<file path="config.mk">
export PLATFORM = sky130hd
export DESIGN_NAME = trial_division_prime_engine
export DESIGN_NICKNAME = d
export VERILOG_FILES = /design/src/rtl/tdpe_pkg.sv /design/src/rtl/tdpe_rem.sv /design/src/rtl/trial_division_prime_engine.sv
export SDC_FILE = /design/constraint.sdc
export NUM_CORES = 1
export LEC_CHECK = 0
export ABC_AREA = 1
export BUFFER_PORTS_ARGS = -buffer_cell sky130_fd_sc_hd__buf_2
export CAP_MARGIN = 20
export CORE_MARGIN = 2
export CORE_UTILIZATION = 35
export CTS_CLUSTER_DIAMETER = 80
export CTS_CLUSTER_SIZE = 16
export DETAILED_ROUTE_END_ITERATION = 10
export PLACE_DENSITY = 0.52
export SLEW_MARGIN = 20
export SYNTH_ARGS = -nofsm -noshare
export SYNTH_HDL_FRONTEND = slang
export SYNTH_HIERARCHICAL = 1
export SYNTH_SLANG_ARGS = --single-unit
</file>
<file path="constraint.sdc">
create_clock -name clk -period 12.02 [get_ports clk]
set_clock_uncertainty 0.1 [all_clocks]
set_input_delay 1.202 -clock clk [delete_from_list [all_inputs] [get_ports clk]]
set_output_delay 1.202 -clock clk [all_outputs]
set_load 0.02 [all_outputs]
</file>
<file path="src/rtl/tdpe_pkg.sv">
`timescale 1ns / 1ps
// ----------------------------------------------------------------------------
// tdpe_pkg: shared definitions for the trial division prime engine
// command codes, result status codes, default sizes and the remainder
// unit status bundle
// ----------------------------------------------------------------------------
package tdpe_pkg;

  localparam int VALUE_BITS_DEF = 31;
  localparam int MAX_SPAN_DEF   = 64;
  localparam int CMD_BITS       = 2;
  localparam int STATUS_BITS    = 3;

  // commands
  localparam logic [CMD_BITS-1:0] CMD_CHECK = 2'd0;
  localparam logic [CMD_BITS-1:0] CMD_RANGE = 2'd1;
  localparam logic [CMD_BITS-1:0] CMD_LAST  = 2'd2;

  // result status codes
  localparam logic [STATUS_BITS-1:0] ST_PRIME     = 3'd0;
  localparam logic [STATUS_BITS-1:0] ST_NOT_PRIME = 3'd1;
  localparam logic [STATUS_BITS-1:0] ST_FOUND     = 3'd2;
  localparam logic [STATUS_BITS-1:0] ST_NONE      = 3'd3;
  localparam logic [STATUS_BITS-1:0] ST_SPAN      = 3'd4;

  // remainder unit status, valid for one cycle
  typedef struct packed {
    logic done;
    logic zero;
  } rem_stat_t;

endpackage

</file>
<file path="src/rtl/tdpe_rem.sv">
`timescale 1ns / 1ps
// ----------------------------------------------------------------------------
// tdpe_rem: bit-serial remainder unit
// shifts the dividend in one bit per cycle and does a restoring subtract,
// reports whether the remainder is zero once it has run through all its shift cycles
// ----------------------------------------------------------------------------
module tdpe_rem
  import tdpe_pkg::*;
#(
  parameter int VALUE_BITS = VALUE_BITS_DEF
) (
  input  logic                  clk,
  input  logic                  rst_n,
  input  logic                  start,
  input  logic [VALUE_BITS-1:0] dividend,
  input  logic [VALUE_BITS-1:0] divisor,
  output rem_stat_t             stat
);

  localparam int CNT_BITS = $clog2(VALUE_BITS + 1);

  logic [VALUE_BITS-1:0] sh_r, sh_nxt;
  logic [VALUE_BITS-1:0] rem_r, rem_nxt;
  logic [CNT_BITS-1:0]   cnt_r, cnt_nxt;
  logic                  done_r, done_nxt;
  logic [VALUE_BITS:0]   trial;

  assign trial = {rem_r, sh_r[VALUE_BITS-1]};

  always_comb begin
    sh_nxt   = sh_r;
    rem_nxt  = rem_r;
    cnt_nxt  = cnt_r;
    done_nxt = 1'b0;
    if (start) begin
      sh_nxt  = dividend;
      rem_nxt = '0;
      cnt_nxt = CNT_BITS'(VALUE_BITS);
    end else if (cnt_r != '0) begin
      sh_nxt  = {sh_r[VALUE_BITS-2:0], 1'b0};
      if (trial >= {1'b0, divisor}) begin
        rem_nxt = VALUE_BITS'(trial - {1'b0, divisor});
      end else begin
        rem_nxt = trial[VALUE_BITS-1:0];
      end
      cnt_nxt  = cnt_r - 1'b1;
      done_nxt = (cnt_r == CNT_BITS'(1));
    end
  end

  always_ff @(posedge clk) begin
    if (!rst_n) begin
      cnt_r  <= '0;
      done_r <= 1'b0;
    end else begin
      cnt_r  <= cnt_nxt;
      done_r <= done_nxt;
    end
    sh_r  <= sh_nxt;
    rem_r <= rem_nxt;
  end

  assign stat.done = done_r;
  assign stat.zero = (rem_r == '0);

endmodule

</file>
<file path="src/rtl/trial_division_prime_engine.sv">
`timescale 1ns / 1ps
// ----------------------------------------------------------------------------
// trial_division_prime_engine: primality by trial division
// each candidate divisor takes one pass of the bit-serial
// remainder unit; a candidate n tries divisors d from 2 up while d * d <= n
// a transaction repeats this for each candidate it tries
// one transaction at a time; busy stays high until its last result is shown
// results are shown for one cycle on out_strobe and cannot be stalled
// synchronous active-low reset returns to idle with no result pending
// ----------------------------------------------------------------------------
module trial_division_prime_engine
  import tdpe_pkg::*;
#(
  parameter int VALUE_BITS = VALUE_BITS_DEF,
  parameter int MAX_SPAN   = MAX_SPAN_DEF
) (
  input  logic                   clk,
  input  logic                   rst_n,
  // command channel
  input  logic                   start,
  output logic                   busy,
  input  logic [CMD_BITS-1:0]    in_cmd,
  input  logic [VALUE_BITS-1:0]  in_first_value,
  input  logic [VALUE_BITS-1:0]  in_last_value,
  // result channel
  output logic                   out_strobe,
  output logic [VALUE_BITS-1:0]  out_value,
  output logic [STATUS_BITS-1:0] out_status,
  output logic                   out_last_of_run
);

  // one-hot sequencer states
  typedef enum logic [5:0] {
    S_IDLE   = 6'b000001,  // waiting for a transaction
    S_TEST   = 6'b000010,  // set up trial division of the candidate
    S_SQ     = 6'b000100,  // divisor squared past candidate, or launch a division
    S_DIV    = 6'b001000,  // waiting for the remainder unit
    S_DECIDE = 6'b010000,  // act on the verdict for the candidate
    S_FLUSH  = 6'b100000   // range done, emit the held prime or none found
  } state_t;

  state_t                  state_r, state_nxt;
  logic [CMD_BITS-1:0]     cmd_r, cmd_nxt;
  logic [VALUE_BITS-1:0]   cand_r, cand_nxt;     // number under test
  logic [VALUE_BITS-1:0]   end_r, end_nxt;       // inclusive range end
  logic [VALUE_BITS-1:0]   div_r, div_nxt;       // trial divisor d
  logic [VALUE_BITS:0]     sq_r, sq_nxt;         // d * d, kept by increments
  logic                    prime_r, prime_nxt;
  logic [VALUE_BITS-1:0]   pend_r, pend_nxt;     // prime held back to learn if final
  logic                    pend_vld_r, pend_vld_nxt;

  logic                    ostb_r, ostb_nxt;
  logic [VALUE_BITS-1:0]   oval_r, oval_nxt;
  logic [STATUS_BITS-1:0]  ost_r, ost_nxt;
  logic                    olast_r, olast_nxt;

  logic                    accept;
  logic                    rem_start;
  logic [VALUE_BITS-1:0]   span;
  rem_stat_t               rem_stat;

  assign busy   = (state_r != S_IDLE);
  assign accept = start && !busy;
  assign span   = in_last_value - in_first_value;

  always_comb begin
    state_nxt    = state_r;
    cmd_nxt      = cmd_r;
    cand_nxt     = cand_r;
    end_nxt      = end_r;
    div_nxt      = div_r;
    sq_nxt       = sq_r;
    prime_nxt    = prime_r;
    pend_nxt     = pend_r;
    pend_vld_nxt = pend_vld_r;
    ostb_nxt     = 1'b0;
    oval_nxt     = oval_r;
    ost_nxt      = ost_r;
    olast_nxt    = olast_r;
    rem_start    = 1'b0;

    case (state_r)
      S_IDLE: begin
        if (accept) begin
          cmd_nxt      = in_cmd;
          cand_nxt     = in_first_value;
          end_nxt      = in_last_value;
          pend_vld_nxt = 1'b0;
          case (in_cmd)
            CMD_CHECK: state_nxt = S_TEST;
            CMD_RANGE: begin
              if (in_last_value < in_first_value) begin
                // empty range
                ostb_nxt  = 1'b1;
                oval_nxt  = '0;
                ost_nxt   = ST_NONE;
                olast_nxt = 1'b1;
              end else if (span >= VALUE_BITS'(MAX_SPAN)) begin
                ostb_nxt  = 1'b1;
                oval_nxt  = '0;
                ost_nxt   = ST_SPAN;
                olast_nxt = 1'b1;
              end else begin
                state_nxt = S_TEST;
              end
            end
            CMD_LAST: begin
              if (in_first_value < VALUE_BITS'(2)) begin
                ostb_nxt  = 1'b1;
                oval_nxt  = '0;
                ost_nxt   = ST_NONE;
                olast_nxt = 1'b1;
              end else begin
                state_nxt = S_TEST;
              end
            end
            default: ;  // unknown command is dropped
          endcase
        end
      end

      S_TEST: begin
        div_nxt = VALUE_BITS'(2);
        sq_nxt  = (VALUE_BITS + 1)'(4);
        if (cand_r < VALUE_BITS'(2)) begin
          prime_nxt = 1'b0;
          state_nxt = S_DECIDE;
        end else begin
          state_nxt = S_SQ;
        end
      end

      S_SQ: begin
        if (sq_r > {1'b0, cand_r}) begin
          // no divisor up to sqrt(n)
          prime_nxt = 1'b1;
          state_nxt = S_DECIDE;
        end else begin
          rem_start = 1'b1;
          state_nxt = S_DIV;
        end
      end

      S_DIV: begin
        if (rem_stat.done) begin
          if (rem_stat.zero) begin
            prime_nxt = 1'b0;
            state_nxt = S_DECIDE;
          end else begin
            // (d+1)^2 = d^2 + 2d + 1
            sq_nxt    = sq_r + {div_r, 1'b1};
            div_nxt   = div_r + 1'b1;
            state_nxt = S_SQ;
          end
        end
      end

      S_DECIDE: begin
        case (cmd_r)
          CMD_CHECK: begin
            ostb_nxt  = 1'b1;
            oval_nxt  = cand_r;
            ost_nxt   = prime_r ? ST_PRIME : ST_NOT_PRIME;
            olast_nxt = 1'b1;
            state_nxt = S_IDLE;
          end
          CMD_RANGE: begin
            if (prime_r) begin
              // release the previous prime, it is not the final one
              if (pend_vld_r) begin
                ostb_nxt  = 1'b1;
                oval_nxt  = pend_r;
                ost_nxt   = ST_FOUND;
                olast_nxt = 1'b0;
              end
              pend_nxt     = cand_r;
              pend_vld_nxt = 1'b1;
            end
            if (cand_r == end_r) begin
              state_nxt = S_FLUSH;
            end else begin
              cand_nxt  = cand_r + 1'b1;
              state_nxt = S_TEST;
            end
          end
          CMD_LAST: begin
            if (prime_r) begin
              ostb_nxt  = 1'b1;
              oval_nxt  = cand_r;
              ost_nxt   = ST_FOUND;
              olast_nxt = 1'b1;
              state_nxt = S_IDLE;
            end else if (cand_r <= VALUE_BITS'(2)) begin
              ostb_nxt  = 1'b1;
              oval_nxt  = '0;
              ost_nxt   = ST_NONE;
              olast_nxt = 1'b1;
              state_nxt = S_IDLE;
            end else begin
              cand_nxt  = cand_r - 1'b1;
              state_nxt = S_TEST;
            end
          end
          default: state_nxt = S_IDLE;
        endcase
      end

      S_FLUSH: begin
        ostb_nxt  = 1'b1;
        olast_nxt = 1'b1;
        if (pend_vld_r) begin
          oval_nxt = pend_r;
          ost_nxt  = ST_FOUND;
        end else begin
          oval_nxt = '0;
          ost_nxt  = ST_NONE;
        end
        pend_vld_nxt = 1'b0;
        state_nxt    = S_IDLE;
      end

      default: state_nxt = S_IDLE;
    endcase
  end

  always_ff @(posedge clk) begin
    if (!rst_n) begin
      state_r    <= S_IDLE;
      pend_vld_r <= 1'b0;
      ostb_r     <= 1'b0;
    end else begin
      state_r    <= state_nxt;
      pend_vld_r <= pend_vld_nxt;
      ostb_r     <= ostb_nxt;
    end
    cmd_r   <= cmd_nxt;
    cand_r  <= cand_nxt;
    end_r   <= end_nxt;
    div_r   <= div_nxt;
    sq_r    <= sq_nxt;
    prime_r <= prime_nxt;
    pend_r  <= pend_nxt;
    oval_r  <= oval_nxt;
    ost_r   <= ost_nxt;
    olast_r <= olast_nxt;
  end

  // bit-serial remainder of candidate by trial divisor
  tdpe_rem #(
    .VALUE_BITS(VALUE_BITS)
  ) u_rem (
    .clk     (clk),
    .rst_n   (rst_n),
    .start   (rem_start),
    .dividend(cand_r),
    .divisor (div_r),
    .stat    (rem_stat)
  );

  assign out_strobe      = ostb_r;
  assign out_value       = oval_r;
  assign out_status      = ost_r;
  assign out_last_of_run = olast_r;

  // remainder unit only reports while the sequencer waits for it
  a_rem_done_in_div: assert property (@(posedge clk) disable iff (!rst_n)
    rem_stat.done |-> (state_r == S_DIV))
    else $error("remainder result outside of division wait");

  // the final result of a transaction leaves the engine free
  a_last_idle: assert property (@(posedge clk) disable iff (!rst_n)
    (out_strobe && out_last_of_run) |-> !busy)
    else $error("final result shown while still busy");

  // a non-final result is only shown mid-run, with a prime still held back
  a_found_pend: assert property (@(posedge clk) disable iff (!rst_n)
    (out_strobe && !out_last_of_run) |-> (busy && pend_vld_r))
    else $error("intermediate result without a held prime");

endmodule

</file>
Word-level counts from Yosys, hierarchy flattened
Index checks and enable logic that the tools add are counted.
{"block": "totals", "ff_bits": 270, "out_inout_bits": 37, "word_cells": 178}
{"block": "op_classes", "addsub": 7, "magnitude_cmp": 7, "eq_ne": 36, "muxes": 89, "bitwise": 2, "n_reduce_logical": 20}
{"op": "$mux W31", "count": 18}
{"op": "$pmux W31 S2", "count": 4}
{"op": "$pmux W31 S3", "count": 2}
{"op": "$mux W32", "count": 2}
{"op": "$pmux W32 S2", "count": 1}
{"op": "$add A31 B1 Y31 const B", "count": 2}
{"op": "$lt A31 B2 Y1 const B", "count": 2}
{"op": "$sub A31 B31 Y31", "count": 2}
{"op": "$mux W6", "count": 6}
{"op": "$add A32 B32 Y32", "count": 1}
{"op": "$ge A32 B31 Y1", "count": 1}
{"op": "$gt A32 B31 Y1", "count": 1}
{"op": "$eq A31 B31 Y1", "count": 1}
{"op": "$ge A31 B7 Y1 const B", "count": 1}
{"op": "$le A31 B2 Y1 const B", "count": 1}
{"op": "$logic_not A31 Y1", "count": 1}
{"op": "$lt A31 B31 Y1", "count": 1}
{"op": "$sub A31 B1 Y31 const B", "count": 1}
{"op": "$pmux W6 S5", "count": 1}
{"op": "$mux W1", "count": 27}
{"op": "$ne A3 B3 Y1 const B", "count": 9}
{"op": "$mux W5", "count": 5}
{"op": "$mux W3", "count": 8}
{"op": "$pmux W1 S3", "count": 6}
{"op": "other kinds (38)", "count": 57}

Depth between registers and ports, before layout
{"block": "depth", "ltp_word": 7, "ltp_mapped": 22}

Modules after synthesis
Netlist, hierarchy kept.
{"mod": "trial_division_prime_engine", "n_inst": 1, "cells_per_inst": 2027, "area_each_um2": 15623.7, "seq_area_each_um2": 5985.7}
{"mod": "tdpe_rem", "n_inst": 1, "cells_per_inst": 959, "area_each_um2": 5820.6, "seq_area_each_um2": 1671.6}

Least setup slack after synthesis
Ideal clock, no wire load.
{"block": "synth_timing", "kind": "in2reg", "startpoint": "input port in_last_value[0]", "endpoint": "register olast_r (netlist: out_last_of_run), enable pin", "t_arrival_ns": 5.109, "path_slack_ns": 6.340, "path_stages": 19, "cell_sequence": "inv_1 > ha_1 > inv_1 > fa_1 > nand3_1 > nand3_1 > nand2_1 > nand2_1 > nand2_1 > nand2_1 > nand2_1 > nand2_1 > nand2_1 > inv_1 > nand3_1 > nor2_2 > nand4_2 > nor3_1 > nor3_1"}
{"block": "synth_between", "elab_chain_cells": 4}
{"element": "start: declaration", "line": "trial_division_prime_engine.sv:24", "source": "input logic [VALUE_BITS-1:0] in_last_value,"}
{"element": "$sub A31 B31 Y31", "line": "trial_division_prime_engine.sv:64", "source": "assign span = in_last_value - in_first_value;"}
{"element": "$ge A31 B7 Y1", "line": "trial_division_prime_engine.sv:98", "source": "end else if (span >= VALUE_BITS'(MAX_SPAN)) begin"}
{"element": "$ne A4 B4 Y1 (no line) (*)"}
{"element": "$reduce_and A9 Y1 (no line) (*)"}
{"element": "end signal: assignment", "line": "trial_division_prime_engine.sv:245", "source": "olast_r <= olast_nxt;"}
{"element": "end: declaration", "line": "trial_division_prime_engine.sv:55", "source": "logic olast_r, olast_nxt;"}
Every way passes the cells marked *; elsewhere a longest branch is shown, timed or not.
A chain may end at the register's enable or synchronous reset.

Worst setup path after layout
{"block": "layout_timing", "startpoint": "register cmd_r[0]", "endpoint": "register cand_r[20], data pin"}
{"block": "layout_between", "elab_chain_cells": 3}
{"element": "start: declaration", "line": "trial_division_prime_engine.sv:43", "source": "logic [CMD_BITS-1:0] cmd_r, cmd_nxt;"}
{"element": "start signal: assignment", "line": "trial_division_prime_engine.sv:236", "source": "cmd_r <= cmd_nxt;"}
{"element": "$eq A2 B2 Y1 / $eq A2 B1 Y1 (equally long branches)", "line": "trial_division_prime_engine.sv:159", "source": "case (cmd_r)"}
{"element": "$pmux W31 S2 (*)", "line": "trial_division_prime_engine.sv:159"}
{"element": "$pmux W31 S2 (*)", "line": "trial_division_prime_engine.sv:82", "source": "case (state_r)"}
{"element": "net cand_nxt[20]", "line": "trial_division_prime_engine.sv:44", "source": "logic [VALUE_BITS-1:0] cand_r, cand_nxt;"}
{"element": "end signal: assignment", "line": "trial_division_prime_engine.sv:237", "source": "cand_r <= cand_nxt;"}
{"element": "end: declaration", "line": "trial_division_prime_engine.sv:44"}
Mark *: on every way through the listed nets, which the timed path passes. The rest lies on a longest branch.

==> flow_metrics.py <==
metrics = {
    "status": {
        "status": "finished clean",
    },
    "critical_path": {
        "startpoint_type": "flop",
        "path_cells": "inv_1 > ha_1 > buf_4 > inv_1 > fa_1 > inv_1 > nand3_1 > nand2_1 > a21oi_2 > o21ai_2 > a21boi_1 > o21ai_0 > nand2_1 > nand2_1 > a21oi_1 > o21ai_0 > o21ai_0",
        "cpPeakStageDelay_ns": 0.45,
        "required_ns": 12.21,
        "criticalPathCategory": "flop to flop",
        "critPathTopFamily": "compound AO/OA/AOI/OAI gates",
        "arrival_ns": 4.21,
        "cp_slowest_cell": "fa_1",
        "end_kind": "flop",
        "cp.buffers_inverters": 4,
        "cp_max_fo": 37,
    },
    "grt": {
        "grt_max_degree": 67,
        "grt_overflow_total": 0,
        "first_global_vias": 19100,
        "grt_first_pass_wirelength_mm": 112,
        "antenna_found_initial": 4,
        "grt.total_usage_pct": 23.0,
    },
    "synthesis": {
        "postSynthAreaPerCell_sq_um": 7.18,
        "yosysWarnings": 6,
        "synth_fp_nets": 3220,
        "synth_top_area_share_pct": 31.5,
        "mappedNetlistArea_sq_um": 21400,
        "synthCells": 2986,
        "synth_cell_types": 64,
        "synth_flop_cell": "edfxtp_1",
        "synthTopCellsByCount": "nand2_1, inv_1, edfxtp_1, nor2_1, nand3_1",
        "yosysSeqAreaShare_pct": 35.7,
        "async_flop_share_pct": 0,
        "synth_area_leaders": "edfxtp_1, nand2_1, ha_1, inv_1, dfxtp_1",
        "ys_seq_elements": 270,
        "synth_top_area_cell": "edfxtp_1",
        "synth_enable_flop_cells": 225,
        "synth.most_common_cell": "nand2_1",
    },
    "power_and_ir_drop": {
        "max-vdd-ir-drop_mv": 0.111,
        "switching_share_pct": 45.0,
        "combPwrFrac_pct": 46.2,
        "seq_power_share_pct": 34.6,
        "p_switching_w": 0.00199,
        "p_clk_share_pct": 19.3,
        "power_density_nw_per_um2": 187,
        "power_w": 0.00443,
        "p_int_w": 0.00244,
        "p_leak_nw": 11.5,
    },
    "timing": {
        "fin_crit_ns": 4.02,
        "worstMarginPinSlew_ns": 1.06,
        "finalMaxSlewViolations": 0,
        "rsz0062_at_grt": "false",
        "timing.fmax_ghz": 0.249,
        "tns_ns": 0,
        "hold_violations": 0,
        "fin_crit_sh_pct": 33.5,
        "slew_headroom_pct": 28.2,
        "report.final.setup_viol": 0,
    },
    "drt": {
        "wl_per_cell_um": 19.0,
        "drc": 0,
        "wl_mm": 73.8,
        "drt_iter0_markers": 1713,
        "viasPerCell": 5.17,
        "vias": 20100,
        "antenna_left": 0,
        "dr.pass1.iters": 6,
    },
    "floorplanning": {
        "die_y_um": 252,
        "dieArea_sq_um": 63300,
        "io_pins": 104,
        "coreArea_sq_um": 60500,
        "fp.dieW_um": 252,
        "rows": 90,
        "start_util_pct": 35.5,
    },
    "finish": {
        "num-nets-final": 3316,
        "drive_gt1_share_pct": 8.55,
        "antennaDiodeCount": 0,
        "nFillCells": 6348,
        "post-route-cell-area_sq_um": 23700,
        "fin_util_pct": 39.2,
        "synthToLayoutAreaGrowth_pct": 10.5,
        "stdcell_count": 3882,
    },
    "clocking": {
        "holdBufCountCts": 0,
        "insertion_delay_ns": 0.59,
        "cts_made_buffers": 24,
        "cts.sinks": 270,
        "clockRootBuffer": "clkbuf_16",
        "cts_resized": 0,
        "path_clk_slew_ns": 0.07,
        "cts.path.max_buffers": 3,
        "cts_tree": "built",
        "htreeDepth": 1,
        "cts_setup_buffers": 0,
    },
    "run": {
        "cap_violations": 0,
    },
    "worst_hold_path": {
        "min_path_type": "flop to flop",
    },
    "placed_design": {
        "hpwl_mm": 59.3,
        "io_buffers": 103,
        "place_area_sq_um": 22900,
        "gp_congestion": 0.969,
        "place_inst": 3838,
    },
}
registers in the layout (all words and copies together) (netlist names):
signal           count
sq_r                32
cand_r              31
div_r               31
end_r               31
out_value           31
pend_r              31
u_rem/rem_r         31
u_rem/sh_r          31
state_r              6
u_rem/cnt_r          5
out_status           3
cmd_r                2
out_last_of_run      1
out_strobe           1
pend_vld_r           1
prime_r              1
u_rem/done_r         1
cells by family (layout without fill, tap and decap cells):
family	count (synthesis)	after routing	synth area share, %
and+or+nand+nor	1489	1489	30.2
buffers and inverters	595	709	10.7
AOI/OAI and AO/OA	401	401	11.0
DFF	270	270	35.7
adders and majority gates	167	167	9.88
xor gates and xnor gates	64	64	2.61
area by class of cell:
cell class	instances	area [sq um]	area share [%]
inverter	545	2050	8.63
sequential	270	7660	32.3
timing repair buffer	120	643	2.71
clock inverter	9	176	0.745
tap	782	978	4.13
clock buffer	35	652	2.75
multi-input combinational	2121	11500	48.7
metal layers:
metal  up-vias  wire (um)  track usage (%)  share of wire, %
met5         -         22                0             0.030
li1       9965          -                -                 -
met2       591      32700             37.2                44
met1      9402      33900             31.5                46
met3       110       4900             3.74               6.6
met4         4       2250             6.96               3.0
power by group through the flow:
stage | logic, W | clock network, W | registers, W
final | 0.00205 | 0.000853 | 0.00153
after floorplan | 0.00147 | 0 | 0.00147
after detailed placement | 0.00203 | 0 | 0.00154
after CTS | 0.00204 | 0.000873 | 0.00153
after global routing | 0.00232 | 0.000906 | 0.00155
after global placement | 0.00201 | 0 | 0.00154
cells in the final DEF, fill, tap and decap left out, types with 48 or more instances in the layout:
| master | n |
|---|---|
| a21oi_1 | 164 |
| buf_2 | 103 |
| edfxtp_1 | 225 |
| ha_1 | 163 |
| nand4_1 | 50 |
| xnor2_1 | 48 |
| o21ai_0 | 98 |
| nand2_1 | 900 |
| inv_1 | 525 |
| nor2_1 | 187 |
| nand3_1 | 166 |
path summary, 6_finish.rpt:
kind,start,endpoint,slack (ns),depth (start not counted)
setup / recovery,cmd_r[0]$_DFFE_PP_,cand_r[20]$_DFFE_PP_,8.00,17
hold / removal,u_rem/rem_r[29]$_SDFFE_PP0P_,u_rem/rem_r[29]$_SDFFE_PP0P_,0.37,2
setup reg to reg,cmd_r[0]$_DFFE_PP_,cand_r[20]$_DFFE_PP_,8.00,17
hold reg to reg,u_rem/rem_r[29]$_SDFFE_PP0P_,u_rem/rem_r[29]$_SDFFE_PP0P_,0.37,2
worst min-delay path, delay by kind of cell (launching register included):
family	cells	cell delay, ns
DFF	1	0.32
and+or+nand+nor	2	0.10
per-stage QoR:
step                hold slack, ns  setup slack (ns)
floorplan                    0.345              6.34
global placement             0.363              7.75
detailed placement           0.363              7.72
CTS                          0.373              8.03
global route                 0.394              7.78
finish                       0.371              8.00
No activity file was read; power rests on OpenSTA's default activity.
